<file path="config.mk">
export PLATFORM = sky130hd
export DESIGN_NAME = gregorian_date_decrement_top
export DESIGN_NICKNAME = d
export VERILOG_FILES = /design/src/rtl/gdd_pkg.sv /design/src/rtl/gdd_ctrl.sv /design/src/rtl/gdd_dp.sv /design/src/rtl/gregorian_date_decrement_top.sv
export VERILOG_INCLUDE_DIRS = /design/src /design/src/rtl
export SDC_FILE = /design/constraint.sdc
export NUM_CORES = 1
export LEC_CHECK = 0
export ABC_AREA = 1
export CORE_UTILIZATION = 45
export CTS_BUF_LIST = sky130_fd_sc_hd__clkbuf_8
export DETAILED_ROUTE_END_ITERATION = 6
export DONT_BUFFER_PORTS = 1
export GPL_TIMING_DRIVEN = 0
export SYNTH_ARGS = -nofsm -noshare
export SYNTH_HDL_FRONTEND = slang
export SYNTH_SLANG_ARGS = --single-unit
</file>
<file path="constraint.sdc">
create_clock -name clk -period 13.03 [get_ports clk]
set_clock_uncertainty 0.1 [all_clocks]
set_input_delay 2.606 -clock clk [delete_from_list [all_inputs] [get_ports clk]]
set_output_delay 2.606 -clock clk [all_outputs]
set_load 0.01 [all_outputs]
</file>
<file path="src/rtl/gregorian_date_decrement_top_assert.svh">
// Assertion macros shared by the date decrement RTL.
// Each macro expects clk and rst_n in the scope where it is used.
`ifndef GREGORIAN_DATE_DECREMENT_TOP_ASSERT_SVH
`define GREGORIAN_DATE_DECREMENT_TOP_ASSERT_SVH

// same-cycle implication
`define GDD_ASSERT_NOW(label, ante, cons) \
  label: assert property (@(posedge clk) disable iff (!rst_n) (ante) |-> (cons)) \
    else $error("gdd assertion failed");

// next-cycle implication
`define GDD_ASSERT_NEXT(label, ante, cons) \
  label: assert property (@(posedge clk) disable iff (!rst_n) (ante) |=> (cons)) \
    else $error("gdd assertion failed");

`endif

</file>
<file path="src/rtl/gdd_pkg.sv">
// Shared types, constants and calendar helpers for the date decrement block.
// No dependencies; used by gdd_ctrl, gdd_dp and the top level.
package gdd_pkg;

  localparam int AMOUNT_BITS_DEF = 10;

  localparam int YEAR_BITS    = 16;
  localparam int REM_BITS     = 17;
  localparam int MOD_YEARS    = 400;
  // multiple of 400 that lifts any 16-bit signed year to a non-negative value
  localparam int REM_OFFSET   = 32800;
  localparam int RED_STEPS    = 8;
  localparam int RED_IDX_BITS = 3;

  typedef enum logic [2:0] {
    KIND_DAY        = 3'd0,
    KIND_WEEK       = 3'd1,
    KIND_MONTH      = 3'd2,
    KIND_YEAR       = 3'd3,
    KIND_DECADE     = 3'd4,
    KIND_CENTURY    = 3'd5,
    KIND_MILLENNIUM = 3'd6,
    KIND_NONE       = 3'd7
  } kind_t;

  typedef enum logic [1:0] {
    ST_IDLE,
    ST_PREP,
    ST_RUN,
    ST_FIN
  } state_t;

  typedef struct packed {
    logic                    load;
    logic                    reduce;
    logic [RED_IDX_BITS-1:0] red_idx;
    logic                    step;
    logic                    emit;
  } cmd_t;

  typedef struct packed {
    logic steps_zero;
    logic out_free;
  } sts_t;

  function automatic logic [4:0] month_days(logic [3:0] m, logic leap);
    logic [4:0] len;
    case (m)
      4'd2:                      len = leap ? 5'd29 : 5'd28;
      4'd4, 4'd6, 4'd9, 4'd11:   len = 5'd30;
      default:                   len = 5'd31;
    endcase
    return len;
  endfunction

endpackage

</file>
<file path="src/rtl/gdd_ctrl.sv">
// Sequencer for the date decrement: load, year-mod-400 reduction, step loop, emit.
// Depends on gdd_pkg; drives gdd_dp through cmd_t and reads sts_t.
`include "gregorian_date_decrement_top_assert.svh"

module gdd_ctrl
  import gdd_pkg::*;
(
  input  logic clk,
  input  logic rst_n,
  input  logic in_tvalid,
  output logic in_tready,
  input  sts_t sts,
  output cmd_t cmd
);

  state_t                  state_r, state_nxt;
  logic [RED_IDX_BITS-1:0] idx_r, idx_nxt;

  always_ff @(posedge clk) begin
    if (!rst_n) begin
      state_r <= ST_IDLE;
      idx_r   <= '0;
    end else begin
      state_r <= state_nxt;
      idx_r   <= idx_nxt;
    end
  end

  always_comb begin
    state_nxt   = state_r;
    idx_nxt     = idx_r;
    in_tready   = 1'b0;
    cmd         = '0;
    cmd.red_idx = idx_r;
    unique case (state_r)
      ST_IDLE: begin
        in_tready = 1'b1;
        if (in_tvalid) begin
          cmd.load  = 1'b1;
          idx_nxt   = RED_IDX_BITS'(RED_STEPS - 1);
          state_nxt = ST_PREP;
        end
      end
      ST_PREP: begin
        cmd.reduce = 1'b1;
        if (idx_r == '0) begin
          state_nxt = ST_RUN;
        end else begin
          idx_nxt = idx_r - 1'b1;
        end
      end
      ST_RUN: begin
        if (sts.steps_zero) begin
          state_nxt = ST_FIN;
        end else begin
          cmd.step = 1'b1;
        end
      end
      ST_FIN: begin
        // hold until the output register can take the result
        if (sts.out_free) begin
          cmd.emit  = 1'b1;
          state_nxt = ST_IDLE;
        end
      end
      default: state_nxt = ST_IDLE;
    endcase
  end

  `GDD_ASSERT_NEXT(a_load_enters_prep, cmd.load, state_r == ST_PREP)
  `GDD_ASSERT_NOW(a_step_only_in_run, cmd.step, state_r == ST_RUN && !sts.steps_zero)
  `GDD_ASSERT_NEXT(a_emit_returns_idle, cmd.emit, state_r == ST_IDLE)

endmodule

</file>
<file path="src/rtl/gdd_dp.sv">
// Datapath for the date decrement: date registers, step counter, year-mod-400
// tracker and the output register. Depends on gdd_pkg; driven by gdd_ctrl.
`include "gregorian_date_decrement_top_assert.svh"

module gdd_dp
  import gdd_pkg::*;
#(
  parameter int AMOUNT_BITS = AMOUNT_BITS_DEF
) (
  input  logic                         clk,
  input  logic                         rst_n,
  input  cmd_t                         cmd,
  output sts_t                         sts,
  input  logic [2:0]                   kind,
  input  logic [AMOUNT_BITS-1:0]       amount,
  input  logic [4:0]                   start_day,
  input  logic [3:0]                   start_month,
  input  logic signed [YEAR_BITS-1:0]  start_year,
  output logic                         out_tvalid,
  input  logic                         out_tready,
  output logic [4:0]                   result_day,
  output logic [3:0]                   result_month,
  output logic signed [YEAR_BITS-1:0]  result_year,
  output logic                         year_underflow
);

  // unsaturated year: start year minus up to amount * 1000
  localparam int YW = AMOUNT_BITS + 18;
  // step counter holds up to 7 * amount
  localparam int CW = AMOUNT_BITS + 3;

  localparam logic signed [YW-1:0] YEAR_LOW = YW'(-32768);

  logic [4:0]          day_r, day_nxt;
  logic [3:0]          mon_r, mon_nxt;
  logic signed [YW-1:0] year_r, year_nxt;
  logic [REM_BITS-1:0] rem_r, rem_nxt;
  logic [CW-1:0]       cnt_r, cnt_nxt;
  logic                month_mode_r, month_mode_nxt;

  logic                out_valid_r, out_valid_nxt;
  logic [4:0]          out_day_r, out_day_nxt;
  logic [3:0]          out_mon_r, out_mon_nxt;
  logic [YEAR_BITS-1:0] out_year_r, out_year_nxt;
  logic                out_flag_r, out_flag_nxt;

  always_ff @(posedge clk) begin
    if (!rst_n) begin
      out_valid_r <= 1'b0;
      cnt_r       <= '0;
    end else begin
      out_valid_r <= out_valid_nxt;
      cnt_r       <= cnt_nxt;
    end
  end

  always_ff @(posedge clk) begin
    day_r        <= day_nxt;
    mon_r        <= mon_nxt;
    year_r       <= year_nxt;
    rem_r        <= rem_nxt;
    month_mode_r <= month_mode_nxt;
    out_day_r    <= out_day_nxt;
    out_mon_r    <= out_mon_nxt;
    out_year_r   <= out_year_nxt;
    out_flag_r   <= out_flag_nxt;
  end

  logic                leap;
  logic [REM_BITS-1:0] rem_dec;
  logic [REM_BITS-1:0] red_sub;
  logic [3:0]          mon_prev;
  logic [4:0]          len_prev;
  logic signed [YW-1:0] year_mult;
  logic                underflow;

  always_comb begin
    // rem_r is the floored year mod 400 once the reduction has run
    leap = ((year_r[1:0] == 2'd0) && rem_r != REM_BITS'(100) && rem_r != REM_BITS'(200)
            && rem_r != REM_BITS'(300)) || rem_r == '0;
    rem_dec  = (rem_r == '0) ? REM_BITS'(MOD_YEARS - 1) : rem_r - 1'b1;
    red_sub  = REM_BITS'(MOD_YEARS) << cmd.red_idx;
    mon_prev = mon_r - 1'b1;
    len_prev = month_days(mon_prev, leap);

    unique case (kind_t'(kind))
      KIND_DECADE:     year_mult = YW'(10);
      KIND_CENTURY:    year_mult = YW'(100);
      KIND_MILLENNIUM: year_mult = YW'(1000);
      default:         year_mult = YW'(1);
    endcase

    underflow = year_r < YEAR_LOW;

    day_nxt        = day_r;
    mon_nxt        = mon_r;
    year_nxt       = year_r;
    rem_nxt        = rem_r;
    cnt_nxt        = cnt_r;
    month_mode_nxt = month_mode_r;

    priority if (cmd.load) begin
      day_nxt  = (start_day == 5'd0) ? 5'd1 : start_day;
      mon_nxt  = (start_month == 4'd0) ? 4'd1 :
                 (start_month > 4'd12) ? 4'd12 : start_month;
      year_nxt = YW'(start_year);
      rem_nxt  = REM_BITS'(start_year) + REM_BITS'(REM_OFFSET);
      month_mode_nxt = (kind_t'(kind) == KIND_MONTH);
      unique case (kind_t'(kind))
        KIND_DAY, KIND_MONTH: cnt_nxt = CW'(amount);
        KIND_WEEK:            cnt_nxt = CW'(amount) * CW'(7);
        KIND_YEAR, KIND_DECADE, KIND_CENTURY, KIND_MILLENNIUM: begin
          cnt_nxt  = '0;
          year_nxt = YW'(start_year) - YW'(amount) * year_mult;
        end
        default:              cnt_nxt = '0;
      endcase
    end else if (cmd.reduce) begin
      if (rem_r >= red_sub) begin
        rem_nxt = rem_r - red_sub;
      end
    end else if (cmd.step) begin
      cnt_nxt = cnt_r - 1'b1;
      if (month_mode_r) begin
        if (mon_r == 4'd1) begin
          mon_nxt  = 4'd12;
          year_nxt = year_r - 1'b1;
          rem_nxt  = rem_dec;
        end else begin
          mon_nxt = mon_prev;
          // clamp to the new month, which keeps the current year
          if (day_r > len_prev) begin
            day_nxt = len_prev;
          end
        end
      end else begin
        if (day_r > 5'd1) begin
          day_nxt = day_r - 1'b1;
        end else if (mon_r == 4'd1) begin
          day_nxt  = 5'd31;
          mon_nxt  = 4'd12;
          year_nxt = year_r - 1'b1;
          rem_nxt  = rem_dec;
        end else begin
          day_nxt = len_prev;
          mon_nxt = mon_prev;
        end
      end
    end else begin
    end

    out_valid_nxt = out_valid_r && !out_tready;
    out_day_nxt   = out_day_r;
    out_mon_nxt   = out_mon_r;
    out_year_nxt  = out_year_r;
    out_flag_nxt  = out_flag_r;
    if (cmd.emit) begin
      out_valid_nxt = 1'b1;
      out_day_nxt   = day_r;
      out_mon_nxt   = mon_r;
      out_year_nxt  = underflow ? YEAR_BITS'(YEAR_LOW) : year_r[YEAR_BITS-1:0];
      out_flag_nxt  = underflow;
    end
  end

  assign sts.steps_zero = (cnt_r == '0);
  assign sts.out_free   = !out_valid_r || out_tready;

  assign out_tvalid     = out_valid_r;
  assign result_day     = out_day_r;
  assign result_month   = out_mon_r;
  assign result_year    = out_year_r;
  assign year_underflow = out_flag_r;

  `GDD_ASSERT_NOW(a_step_rem_reduced, cmd.step, rem_r < REM_BITS'(MOD_YEARS))
  `GDD_ASSERT_NOW(a_step_month_valid, cmd.step, mon_r >= 4'd1 && mon_r <= 4'd12)
  `GDD_ASSERT_NEXT(a_emit_shows_result, cmd.emit, out_valid_r)

endmodule

</file>
<file path="src/rtl/gregorian_date_decrement_top.sv">
// Gregorian date decrement: one result per accepted date, unit and amount.
// An input transfer loads the date registers, then the start year is reduced mod 400
// and the step loop runs N day or month steps (amount, 7 * amount, or 0 for year
// units), moving one day or month per cycle; the result is emitted once the output
// register is free, and a new item is accepted only after that. Synchronous active-low reset clears the
// controller and the output valid; no item is held across reset.
module gregorian_date_decrement_top
  import gdd_pkg::*;
#(
  parameter int AMOUNT_BITS = AMOUNT_BITS_DEF,
  localparam int IN_BITS    = AMOUNT_BITS + 25,
  localparam int IN_W       = ((IN_BITS + 7) / 8) * 8
) (
  input  logic            clk,
  input  logic            rst_n,
  input  logic            in_tvalid,
  output logic            in_tready,
  // amount, start_day[4:0], start_month[3:0], start_year[15:0], zero pad
  input  logic [IN_W-1:0] in_tdata,
  // kind[2:0]
  input  logic [2:0]      in_tuser,
  output logic            out_tvalid,
  input  logic            out_tready,
  // result_day[4:0], result_month[3:0], result_year[15:0], zero pad
  output logic [31:0]     out_tdata,
  // year_underflow
  output logic            out_tuser
);

  cmd_t cmd;
  sts_t sts;

  logic [4:0]                  res_day;
  logic [3:0]                  res_mon;
  logic signed [YEAR_BITS-1:0] res_year;

  gdd_ctrl u_ctrl (
    .clk       (clk),
    .rst_n     (rst_n),
    .in_tvalid (in_tvalid),
    .in_tready (in_tready),
    .sts       (sts),
    .cmd       (cmd)
  );

  gdd_dp #(
    .AMOUNT_BITS (AMOUNT_BITS)
  ) u_dp (
    .clk            (clk),
    .rst_n          (rst_n),
    .cmd            (cmd),
    .sts            (sts),
    .kind           (in_tuser),
    .amount         (in_tdata[AMOUNT_BITS-1:0]),
    .start_day      (in_tdata[AMOUNT_BITS+4:AMOUNT_BITS]),
    .start_month    (in_tdata[AMOUNT_BITS+8:AMOUNT_BITS+5]),
    .start_year     (in_tdata[AMOUNT_BITS+24:AMOUNT_BITS+9]),
    .out_tvalid     (out_tvalid),
    .out_tready     (out_tready),
    .result_day     (res_day),
    .result_month   (res_mon),
    .result_year    (res_year),
    .year_underflow (out_tuser)
  );

  assign out_tdata = {7'd0, res_year, res_mon, res_day};

endmodule

</file>
; ---- Word-level counts from Yosys, hierarchy flattened
; Index checks and enable logic that the tools add are counted.
[classes]
add_sub_neg = 9
magnitude_cmp = 5
n_shift = 1
muxes = 56
eq_ne = 29
mul = 2
reduce_logical = 28
[op_table]
columns = cell, count
row1 = $mux 28, 7
row2 = $mux 17, 8
row3 = $mux 5, 9
row4 = $mux 13, 3
row5 = $mux 4, 8
row6 = $pmux 10 s3, 1
row7 = $lt 28x16->1 const B, 1
row8 = $sub 28x1->28 const B, 1
row9 = $pmux 13 s2, 1
row10 = $sub 16x21->22, 1
row11 = $mul 10x10->20, 1
row12 = $add 16x17->17 const B, 1
row13 = $ge 17x17->1, 1
row14 = $logic_not 17->1, 1
row15 = $ne 17x7->1 const B, 1
row16 = $ne 17x8->1 const B, 1
row17 = $ne 17x9->1 const B, 1
row18 = $shl 9x3->17 const A, 1
row19 = $sub 17x1->17 const B, 1
row20 = $sub 17x17->17, 1
row21 = $logic_not 13->1, 1
row22 = $mul 10x3->13 const B, 1
row23 = $sub 13x1->13 const B, 1
row24 = $mux 1, 10
row25 = 40 further kinds, 67
[word_totals]
input_bits = 47
register_bits = 100
wordCells = 143

; ---- Longest topological paths before layout
; Gate-level depths: netlist of run 1.
[depth]
ltp_word = 14
mapped_depth = 36
depth_no_buf = 35

; ---- Hierarchy
; A second synthesis of run 1 with hierarchy kept.
[hier_totals]
cells_unflattened = 1724
area_unflattened_um2 = 12415.7
[modules_own_cells]
columns = module, cells_each, seq_area_each_um2, n_inst, area_per_inst_um2
row1 = gdd_dp, 1658, 2712.6, 1, 11997.8
row2 = gdd_ctrl, 58, 100.1, 1, 361.6
row3 = gregorian_date_decrement_top, 8, 0.0, 1, 56.3

; ---- Worst setup path after synthesis of run 1
; Ideal clock, no wire load.
[synth_timing]
kind = input -> register
from = input port in_tuser[1]
to = register u_dp.year_r[20] (data pin)
n_path_buf = 1
cell_stages = 31
setup_ns = 0.255
path_slack_ns = 4.210
required_time_ns = 12.675
arrival_ns = 8.466
path_cell_list = buf_2 > inv_1 > nor3_1 > inv_1 > nor3_2 > nor2_1 > ha_1 > fa_1 > fa_1 > fa_1 > inv_1 > fa_1 > inv_1 > ha_1 > nand2_1 > nor2_1 > nand2_1 > o211ai_1 > a31oi_1 > xor2_1 > ha_1 > nand2_1 > nor2_1 > nor3b_2 > nand4_1 > nand3_1 > nand2_1 > nand2_1 > o21ai_2 > nor2_1 > nor2_1
[synth_via]
elab_chain_len = 6
word_cells_on_any_way = 10
classes_between = add/sub (1) / mul (1) / eq/ne (4) / mux (3) / reduce/logical (1)
[synth_rtl]
columns = element, line
row1 = "start, declared", gregorian_date_decrement_top.sv:21  ; input logic [2:0] in_tuser,
row2 = $eq 3x3->1, "gdd_dp.sv:86, gdd_dp.sv:109"
row3 = $pmux 10 s3, gdd_dp.sv:86  ; unique case (kind_t'(kind))
row4 = $mul 10x10->20, gdd_dp.sv:114  ; year_nxt = YW'(start_year) - YW'(amount) * year_mult;
row5 = $sub 16x21->22, gdd_dp.sv:114
row6 = $mux 28 (*), gdd_dp.sv:109  ; unique case (kind_t'(kind))
row7 = $mux 28 (*), gdd_dp.sv:102  ; priority if (cmd.load) begin
row8 = via u_dp.year_nxt[20], gdd_dp.sv:36  ; logic signed [YW-1:0] year_r, year_nxt;
row9 = "end signal, assigned", gdd_dp.sv:60  ; year_r <= year_nxt;
row10 = "end, declared", gdd_dp.sv:36
; Mark *: on every way through the listed nets, which the timed path passes. The rest lies on a longest branch.
; A chain may end at the register's enable or synchronous reset.

; ---- Worst setup path after layout of run 1
[layout_timing]
from = input port in_tuser[1]
to = register u_dp.year_r[26] (data pin)
; Same word-level chain as after synthesis.

==> results.md, run 1 <==
- Placed insts: around 1.9k
- R2r setup slk: between 9 and 10 ns
- Mapped Area: 0.0118 mm^2
- Initial DRC count: 722
- Worst setup margin: about 3.6 ns
- Crit Path Max Fanout: 9
- CTS root buf: clkbuf_8
- Max Cap Viol: 0
- Worst EP arrival: 9.49 ns
- Final HPWL DP: 26800 um
- Static Leak: 0.00588 uW
- DIE WIDTH: 164 um
- Outcome: complete, no violations
- Most common cell in the netlist: nand2_1
- Required @ worst endpoint: 13.04 ns
- Post-Syn Area per Cell: 7.64 um^2
- Top layer used by detailed routing: met4
- Setup bufs post-CTS: 0
- Top post-synthesis cells by area: edfxtp_1 (21%), ha_1 (14%), fa_1 (10%)
- Max-slew headroom: 45.0%
- Crit. End Element: flop
- Port Buf Inserts: 0
- Total gr overflow: 0
- Post-synth top cells: nand2_1 (290), inv_1 (220), nor2_1 (167), ha_1 (130), a21oi_1 (112)
- FMAX: between 100 and 150 MHz
- Met2 wire length: 15500 um
- CORE AREA: ~0.025 mm^2
- Finished Core Util: 49.1%
- Post-layout nets: 1802
- GPL Wtd Cong: 0.935
- Synth top area share: ~21%
- Post-synth EDFFs: a little over 80
- #FFs+latches synth: 100
- Worst slew pin tran: 0.818 ns
- Final setup vio count: 0
- Vias in the first global route: approximately 9.9k
- CTS Hold Buffers Added: 0
- Share of cells above drive strength 1: 7.64%
- Initial Utilization: 46.4%
- Vias per std cell: roughly 5.4
- Die Y: approximately 160 um
- Sequential share of the synthesized area: 23.8%
- Clock buffer depth: 2
- H-tree Lvls: 3
- FP Rows: 58
- Synth area leader: edfxtp_1
- Yosys cell types: 69
- Clock sinks: 100
- Drt total wl: 32200 um
- CTS buffer count: 9
- Total Die Area: 0.0269 mm^2
- Wire length on met3: 1820 um
- Routed len/inst: 16.9 um
- Final Hold Fails: 0
- CTS tree: built
- Worst slack at placement: 3.12 ns
- Max VDD drop: 148 uV
- First-pass GRT wire length: just over 50000 um
- Final worst-path cycle share: about 73%
- Gate Count Post-Synth: 1548
- Crit start category: primary input
- Ys Warns: 0
- Crit path time final: around 9.5 ns
- CTS resizes: 0
- Overall routing resource usage: 24.8%
- Syn-to-layout area delta: 5.64%
- Post-route DRC: 0
- Clock Latency Late Sink: 0.39 ns
- Vias: a little over 10k
- M1 wire length: 14200 um
- Ports: slightly above 80
- Slew Viols, Final: 0
- Fin cells: ~1.9k
- Clock transition at path regs: 0.11 ns
- Final setup TNS: 0 ns
- Pin count of the biggest net entering global routing: 29
- PD cells: 195 mW/mm^2
- Antenna violations before repair: 0
- Synth Flop Type: edfxtp_1
- Post-DRT Antenna Nets: 0
- Async SR Flop Fraction: 0%
- Hold WC Path Type: flop to flop
- Ant diodes: 0
- RSZ-0062 raised after global routing: false
- Kind of critical path: primary input to flop
- First-pass iteration count of the detailed router: 5
## worst max-delay path, cell delays in order
cell and delay [ns]:
buf_2 0.20, inv_1 0.20, nor3_1 0.42, inv_1 0.23, nor3_2 0.28, nor2_1 0.12
ha_1 0.30, fa_1 0.49, fa_1 0.52, fa_1 0.54, inv_1 0.05, fa_1 0.52
inv_1 0.04, ha_1 0.33, nand2_1 0.09, nor2_1 0.14, nand2_1 0.09, o211ai_1 0.36
a31oi_1 0.16, xor2_1 0.17, ha_1 0.38, nand4_1 0.17, nor2_1 0.18, nand4_1 0.11
nand3_1 0.16, nand2_1 0.14, o21ai_4 0.31, o211ai_1 0.15
## sequential cells by signal, summed over array words and instances (netlist names), 2 cells and up
signal / flops
u_dp.result_year: 16
u_dp.mon_r: 4
u_dp.cnt_r: 13
u_dp.result_day: 5
u_dp.rem_r: 17
u_dp.result_month: 4
u_dp.day_r: 5
u_dp.year_r: 28
u_ctrl.state_r: 2
u_ctrl.idx_r: 3
## kinds of logic (layout without fill, tap and decap cells)
| group | after synthesis | count (layout) | share of synthesized area (%) |
|---|---|---|---|
| buffers and inverters | 265 | 282 | 8.91 |
| other | 1 | 7 | 0.0317 |
| AOI/OAI and AO/OA | 291 | 291 | 14.3 |
| adders and majority gates | 189 | 189 | 23.7 |
| DFF | 100 | 100 | 23.8 |
| and+or+nand+nor | 635 | 635 | 24.3 |
| xor gates and xnor gates | 67 | 67 | 4.96 |
## placed cells by master (no fill, tap or decap), types with 11 or more instances in the layout
cell,netlist,routed
nand2_2,11,11
xor2_1,43,43
a31oi_1,15,15
nand4_1,18,18
nand2_1,290,290
dfxtp_1,19,19
buf_2,11,11
ha_1,130,130
nor2_1,167,166
a21oi_1,112,111
nand3_1,67,67
nor2_2,11,11
inv_2,12,12
inv_1,220,220
nor3_1,25,25
o21ai_0,95,95
edfxtp_1,81,81
fa_1,59,59
xnor2_1,24,24
## power by group
group | internal [uW] | switching (uW) | total (uW) | leakage (uW)
clock | 92.0 | 125 | 217 | 0.000106
sequential | 542 | 118 | 660 | 0.000907
combinational | 535 | 1020 | 1560 | 0.00486
total | 1170 | 1260 | 2430 | 0.00588
## layout make-up
cell class / instances / area [um^2]
Tap cell: 330 / 413
Clock buffer: 9 / 124
Buffer: 32 / 179
Inverter: 233 / 875
Fill cell: 2540 / 13000
Timing Repair Buffer: 1 / 15.0
Sequential cell: 100 / 2810
Clock inverter: 7 / 81.3
Multi-Input combinational cell: 1189 / 8000
## path summary, 6_finish.rpt
kind         cells past startpoint       startpoint         endpoint
max                             28      in_tuser[1]  u_dp.year_r[26]
min                              1  u_ctrl.idx_r[0]  u_ctrl.idx_r[0]
max reg2reg                     17  u_ctrl.idx_r[2]    u_dp.rem_r[7]
min reg2reg                      1  u_ctrl.idx_r[0]  u_ctrl.idx_r[0]
## per-stage QoR
stage	hold WS [ns]	total power (uW)	cell area, um^2
after floorplan	0.354	1800	11900
after global placement	0.386	2190	12300
after detailed placement	0.400	2210	12300
after CTS	0.417	2430	12500
after global routing	0.437	2670	12500
final	0.423	2430	12500
## routing by layer
layer | track usage (%) | up-vias
li1 | - | 5189
met4 | 6.94 | 0
met5 | 0 | -
met3 | 3.38 | 41
met2 | 43.7 | 294
met1 | 31.4 | 4691
(Power assumes the default switching activity.)
==> run 2: changes to the inputs <==
--- a/config.mk
+++ b/config.mk
@@ -6,7 +6,7 @@
 export SDC_FILE = /design/constraint.sdc
 export NUM_CORES = 1
 export LEC_CHECK = 0
-export ABC_AREA = 1
+export ABC_AREA = 0
 export CORE_UTILIZATION = 45
 export CTS_BUF_LIST = sky130_fd_sc_hd__clkbuf_8
 export DETAILED_ROUTE_END_ITERATION = 6
==> constraint.sdc (replaced) <==
create_clock -name clk -period 8 [get_ports clk]
set_clock_uncertainty 0.1 [all_clocks]
set_input_delay 1.6 -clock clk [delete_from_list [all_inputs] [get_ports clk]]
set_output_delay 1.6 -clock clk [all_outputs]
set_load 0.01 [all_outputs]
==> run 2 against run 1 <==
The flow now finishes with violations (setup timing). Final cell count shrank 15%. Final area shrank 1.5%. Clock-buffer cell count is the same. Register-to-register slack lost 5.7 ns. Worst hold slack lost 0.026 ns. Global-route usage shrank 1.3 points. Synthesized cell count shrank 20%. Worst setup slack lost 3.9 ns. Sequential power grew 59%. Highest routed layer unchanged.
==> results.md, run 2 <==
- Die Y: 159 um (-3.3%)
- Final HPWL DP: 23200 um (-14%)
- Top post-synthesis cells by area: edfxtp_1 (22%), ha_1 (15%), fa_1 (11%)
- Hold WC Path Type: flop to flop
- Largest register FFs: 28 (unchanged)
- Yosys cell types: 73 (+5.8%)
- Biggest register: u_dp.year_r
- Synth area leader: edfxtp_1
- Cells on worst reg2reg path: 14 (-3)
- Violated checks: setup timing
- Synth top area share: 22.0% (+1.4 points)
- Sequential share of the synthesized area: 25.4% (+1.7 points)
- WP buf/inv: 7 (+2)
- Most common cell after layout, fill and taps aside: ha_1
- CORE AREA: 0.0242 mm^2 (-5.1%)
- Pin count of the biggest net entering global routing: 21 (-28%)
- Clock sinks: 100 (unchanged)
- Most common cell in the netlist: ha_1
- First-pass iteration count of the detailed router: 7 (+2)
- Syn-to-layout area delta: 11.3%
- Worst slack at placement: -0.951 ns (-4.07 ns)
- Synth Flop Type: edfxtp_1
- Post-layout nets: 1523 (-15%)
- GPL Wtd Cong: 0.867 (-7.2%)
- Multi-input gate area: 0.00789 mm^2 (-1.3%)
- Outcome: finished with violations
- Port Buf Inserts: 0 (unchanged)
- Crit path max-delay cell type: fa_1
- Worst EP arrival: 8.41 ns (-1.08 ns)
- Clock buffer depth: 2 (unchanged)
- FP Rows: 57 (-1.7%)
- Worst slew pin tran: 0.971 ns (+0.153 ns)
- DIE WIDTH: 159 um (-3.3%)
- Antenna violations before repair: 0 (unchanged)
- PD cells: 302 mW/mm^2 (+55%)
- Startpoint of the worst register-to-register path: u_ctrl.idx_r[2]
- RSZ-0062 raised after global routing: true
- Worst setup margin: -0.363 ns (-3.92 ns)
- Initial Utilization: 45.7% (-0.70 points)
- Max incr delay on CP: 0.50 ns (-0.04 ns)
- Post-DRT Antenna Nets: 0 (unchanged)
- Ports: 82 (unchanged)
- Crit. End Element: flop
- Placed insts: 1575 (-16%)
- Gate Count Post-Synth: 1242 (-20%)
- First-pass GRT wire length: 46800 um (-8.9%)
- Hold depth: 2 (+1)
- Filler Cell Count: 2277 (-10%)
- Worst hold start: u_dp.cnt_r[7]
- Ant diodes: 0 (unchanged)
- Post-synth top cells: ha_1 (130), nand2_1 (106), inv_1 (104), nor2_1 (99), a21oi_1 (94)
- Vias per std cell: 5.70 (+6.1%)
- CTS root buf: clkbuf_8
- #FFs+latches synth: 100 (unchanged)
- FMAX: 120 MHz
- Mapped Area: 0.0111 mm^2 (-6.5%)
- Share of cells above drive strength 1: 9.60% (+2.0 points)
- Final worst-path cycle share: 105%
- Fin cells: 1616 (-15%)
- Drt total wl: 29500 um (-8.4%)
- Max VDD drop: 112 uV (-24%)
- Slew Viols, Final: 0 (unchanged)
- Max-slew headroom: 34.8% (-10 points)
- CP startpoint: in_tuser[0]
- Crit path time final: 8.36 ns
- Routed len/inst: 18.3 um (+7.8%)
- Ys Warns: 0 (unchanged)
- Total gr overflow: 0 (unchanged)
- Post-route DRC: 0 (unchanged)
- CTS tree: built
- Most frequent cells in the layout: ha_1 (126), nand2_1 (104), inv_1 (102)
- Vias in the first global route: 8646 (-13%)
- Clock transition at path regs: 0.11 ns (about the same)
- Post-Syn Area per Cell: 8.90 um^2 (+17%)
- CTS Hold Buffers Added: 0 (unchanged)
- Post-synth EDFFs: 81 (unchanged)
- Crit start category: primary input
- Final Hold Fails: 0 (unchanged)
- Kind of critical path: primary input to flop
- Overall routing resource usage: 23.5% (-1.3 points)
- Final setup TNS: -0.713 ns (-0.713 ns)
- Crit Path Max Fanout: 6 (-3)
- Hold_ws: 0.398 ns (-0.0256 ns)
- Initial DRC count: 755 (+4.6%)
- Cell depth of the worst setup path: 34 (+21%)
- Total Die Area: 0.0252 mm^2 (-6.4%)
- Required @ worst endpoint: 8.05 ns (-4.99 ns)
- Max Cap Viol: 0 (unchanged)
- Final setup vio count: 6 (+6)
- Clock Latency Late Sink: 0.41 ns (+0.02 ns)
- Async SR Flop Fraction: 0% (unchanged)
- FF/Latch Area: 0.00281 mm^2 (unchanged)
- Vias: 9211 (-9.8%)
- CTS buffer count: 9 (unchanged)
- Cell mode on critical path: fa_1
- H-tree Lvls: 3 (unchanged)
- Static Leak: 0.00535 uW (-8.9%)
- Crit path max-delay family: adder cells
==> run 2: final timing paths <==
kind | end | slack (ns)
worst min register to register | u_dp.cnt_r[7] | 0.40
worst max register to register | u_dp.rem_r[16] | 3.59
worst min-delay path | u_dp.cnt_r[7] | 0.40
worst max-delay path | u_dp.year_r[19] | -0.36
==> run 2: what timing repair did <==
item,4_1_cts,5_1_grt
setup buffers,17,9
pin swaps,22,16
gates resized for setup,18,29
endpoints found under the setup margin,13,15
cloned,0,0
==> run 2: area by class of cell <==
class / instances / area share [%]
Buffer: 48 / 2.82
Clock buffer: 9 / 1.01
Clock inverter: 7 / 0.833
Inverter: 104 / 3.17
Multi-Input combinational cell: 996 / 64.1
Sequential cell: 100 / 22.8
Tap cell: 324 / 3.29
Timing Repair Buffer: 28 / 1.92
==> run 2: cells by family (layout without fill, tap and decap cells) <==
kind of cell	Yosys count	count (layout)	synth area share, %
buffers and inverters	152	196	5.51
xor gates and xnor gates	105	105	8.45
and+or+nand+nor	416	416	18.7
other	1	7	0.0339
AOI/OAI and AO/OA	273	273	15.9
muxes	6	6	0.543
adders and majority gates	189	189	25.4
DFF	100	100	25.4
==> run 2: power breakdown <==
part           switching (uW)  internal, uW  leakage, uW
Sequential                210           836     0.000902
Clock                     220           156     0.000113
Combinational            1340           957      0.00434
==> run 2: through the flow <==
| stage | util, % | total power, uW | cell area, um^2 |
|---|---|---|---|
| floorplan | - | 2670 | 11200 |
| global placement | 48.1 | 3180 | 11600 |
| detailed placement | 48.3 | 3220 | 11700 |
| CTS | 50.2 | 3640 | 12100 |
| global route | 50.9 | 4020 | 12300 |
| finish | 50.9 | 3720 | 12300 |
==> run 2: per-layer routing <==
| metal | GRT usage (%) | share of wire [%] |
|---|---|---|
| met3 | 2.61 | 5.3 |
| met5 | 0 | 0 |
| met4 | 6.62 | 2.0 |
| met1 | 33.3 | 46 |
| met2 | 37.7 | 46 |
==> run 2: tightest hold or removal path, stage by stage, from the launching register on <==
cell and delay, ns:
dfxtp_1 0.33, o21ai_0 0.06, a21boi_0 0.07
==> run 3: changes to the inputs <==
--- a/config.mk
+++ b/config.mk
@@ -8,7 +8,6 @@
 export LEC_CHECK = 0
 export ABC_AREA = 0
 export CORE_UTILIZATION = 45
-export CTS_BUF_LIST = sky130_fd_sc_hd__clkbuf_8
 export DETAILED_ROUTE_END_ITERATION = 6
 export DONT_BUFFER_PORTS = 1
 export GPL_TIMING_DRIVEN = 0
==> run 3 against run 2 <==
The run still ends with setup timing left. Worst setup slack better by 0.021 ns. Final area rose by 0.75%. Final cell count is 0.12% higher. Critical path type unchanged.
==> results.md, run 3 (synthesis gave the netlist of run 2 again) <==
- CTS buffer count: 9 (unchanged)
- Crit path max-delay cell type: fa_1
- Clock buffer depth: 2 (unchanged)
- Max Cap Viol: 0 (unchanged)
- Routed len/inst: 18.2 um (about the same)
- GPL Wtd Cong: 0.867 (unchanged)
- Hold_ws: 0.388 ns (-0.0101 ns)
- CTS root buf: clkbuf_16
- Initial Utilization: 45.7% (unchanged)
- Placed Area: 0.0117 mm^2 (unchanged)
- Post-route DRC: 0 (unchanged)
- CTS tree: built
- RSZ-0062 raised after global routing: true
- Crit path time final: 8.34 ns (-0.0212 ns)
- Cells on worst reg2reg path: 14 (unchanged)
- Max incr delay on CP: 0.53 ns (+0.03 ns)
- Ports: 82 (unchanged)
- Endpoint, Worst Hold: u_dp.cnt_r[7]
- Antenna violations before repair: 0 (unchanged)
- Cell mode on critical path: fa_1
- Total gr overflow: 0 (unchanged)
- PD cells: 307 mW/mm^2 (+1.8%)
- Crit. End Element: flop
- Initial DRC count: 664 (-12%)
- Pin count of the biggest net entering global routing: 21 (unchanged)
- Violated checks: setup timing
- Worst setup margin: -0.342 ns (+0.0212 ns)
- Vias per std cell: 5.71 (+0.15%)
- Worst hold start: u_dp.cnt_r[7]
- Largest register FFs: 28 (unchanged)
- Hold WC Path Type: flop to flop
- Static Leak: 0.00540 uW (+0.89%)
- Most frequent cells in the layout: ha_1 (126), nand2_1 (103), inv_1 (103)
- Vias in the first global route: 8719 (+0.84%)
- Final worst-path cycle share: 104% (-0.26 points)
- Final setup vio count: 13 (+7)
- Crit start category: primary input
- Cell area after layout: 0.0124 mm^2 (+0.75%)
- Slew Viols, Final: 0 (unchanged)
- Ant diodes: 0 (unchanged)
- First-pass GRT wire length: 46900 um (+0.24%)
- Startpoint of the worst register-to-register path: u_ctrl.idx_r[2]
- Hold depth: 2 (unchanged)
- Worst EP arrival: 8.35 ns (-0.06 ns)
- FF-to-FF End: u_dp.rem_r[16]
- Post-layout nets: 1525 (+0.13%)
- Worst slew pin tran: 0.972 ns (+0.00127 ns)
- Max VDD drop: 156 uV (+39%)
- Post-DRT Antenna Nets: 0 (unchanged)
- Outcome: finished with violations
- R2r setup slk: 3.59 ns (about the same)
- Most common cell after layout, fill and taps aside: ha_1
- Overall routing resource usage: 23.6% (+0.047 points)
- Worst slack at placement: -0.951 ns (unchanged)
- First-pass iteration count of the detailed router: 5 (-2)
- Vias: 9236 (+0.27%)
- Max-slew headroom: 34.7% (-0.085 points)
- Biggest register: u_dp.year_r
- Drt total wl: 29500 um (about the same)
- CORE AREA: 0.0242 mm^2 (unchanged)
- Final HPWL DP: 23200 um (unchanged)
- FMAX: 120 MHz (+0.25%)
- Required @ worst endpoint: 8.00 ns (-0.05 ns)
- Crit Path Max Fanout: 10 (+4)
- Share of cells above drive strength 1: 9.66% (+0.062 points)
- CTS Hold Buffers Added: 0 (unchanged)
- FP Rows: 57 (unchanged)
- H-tree Lvls: 3 (unchanged)
- Total Die Area: 0.0252 mm^2 (unchanged)
- Placed insts: 1575 (unchanged)
- DIE WIDTH: 159 um (unchanged)
- Clock transition at path regs: 0.08 ns (-0.03 ns)
- Kind of critical path: primary input to flop
- Die Y: 159 um (unchanged)
- Clock Latency Late Sink: 0.37 ns (-0.04 ns)
- Fin cells: 1618 (+0.12%)
- Clock sinks: 100 (unchanged)
- Port Buf Inserts: 0 (unchanged)
- Final Hold Fails: 0 (unchanged)
- Syn-to-layout area delta: 12.2%
==> run 3: per-layer routing <==
| layer | up-vias | part of all wire [%] | track usage (%) |
|---|---|---|---|
| met2 | 259 | 46 | 37.4 |
| met4 | 0 | 1.8 | 6.13 |
| met5 | - | 0 | 0 |
| li1 | 4468 | - | - |
| met3 | 28 | 5.2 | 3.40 |
| met1 | 4481 | 47 | 33.4 |
==> run 3: how the worst max path moves through the flow <==
stage | startpoint | endpoint | slack (ns) | cells past startpoint
floorplan | in_tuser[2] | u_dp.year_r[19] | -0.28 | 34
global placement | in_tuser[1] | u_dp.year_r[19] | -0.91 | 31
detailed placement | in_tuser[1] | u_dp.year_r[19] | -0.95 | 31
CTS | in_tuser[2] | u_dp.year_r[19] | -0.37 | 34
global route | in_tuser[2] | u_dp.year_r[19] | -0.63 | 32
finish | in_tuser[1] | u_dp.year_r[19] | -0.34 | 31
==> run 3: stage by stage <==
stage | TNS (ns) | total power [uW] | utilization (%)
final | -1.46 | 3810 | 51.3
after CTS | -1.03 | 3770 | 50.9
after global routing | -5.02 | 4120 | 51.3
after global placement | -8.56 | 3180 | 48.1
after floorplan | -0.418 | 2670 | -
after detailed placement | -8.55 | 3220 | 48.3
==> run 3: report_power, final <==
part           internal, uW  total, uW  switching [uW]
Sequential              837       1050             211
Clock                   255        483             229
Combinational           952       2280            1330
==> run 3: cell type report <==
type	count	area, um^2
Clock buffer	9	225
Timing Repair Buffer	30	244
Fill cell	2275	11800
Tap cell	324	405
Multi-Input combinational cell	996	7880
Inverter	104	390
Buffer	48	347
Sequential cell	100	2810
Clock inverter	7	103
==> run 3: what timing repair did <==
item,CTS,global route
gates resized for setup,23,19
buffers inserted,23,4
pin swaps,28,5
endpoints found under the setup margin,13,16
==> run 3: critical path, delay by kind of cell <==
family          cells  cell delay [ns]
xor+xnor            2             0.55
mux                 1             0.18
buf+inv             5             0.46
fa+ha+maj           7             3.06
compound gates     10             1.76
simple gates        6             0.72
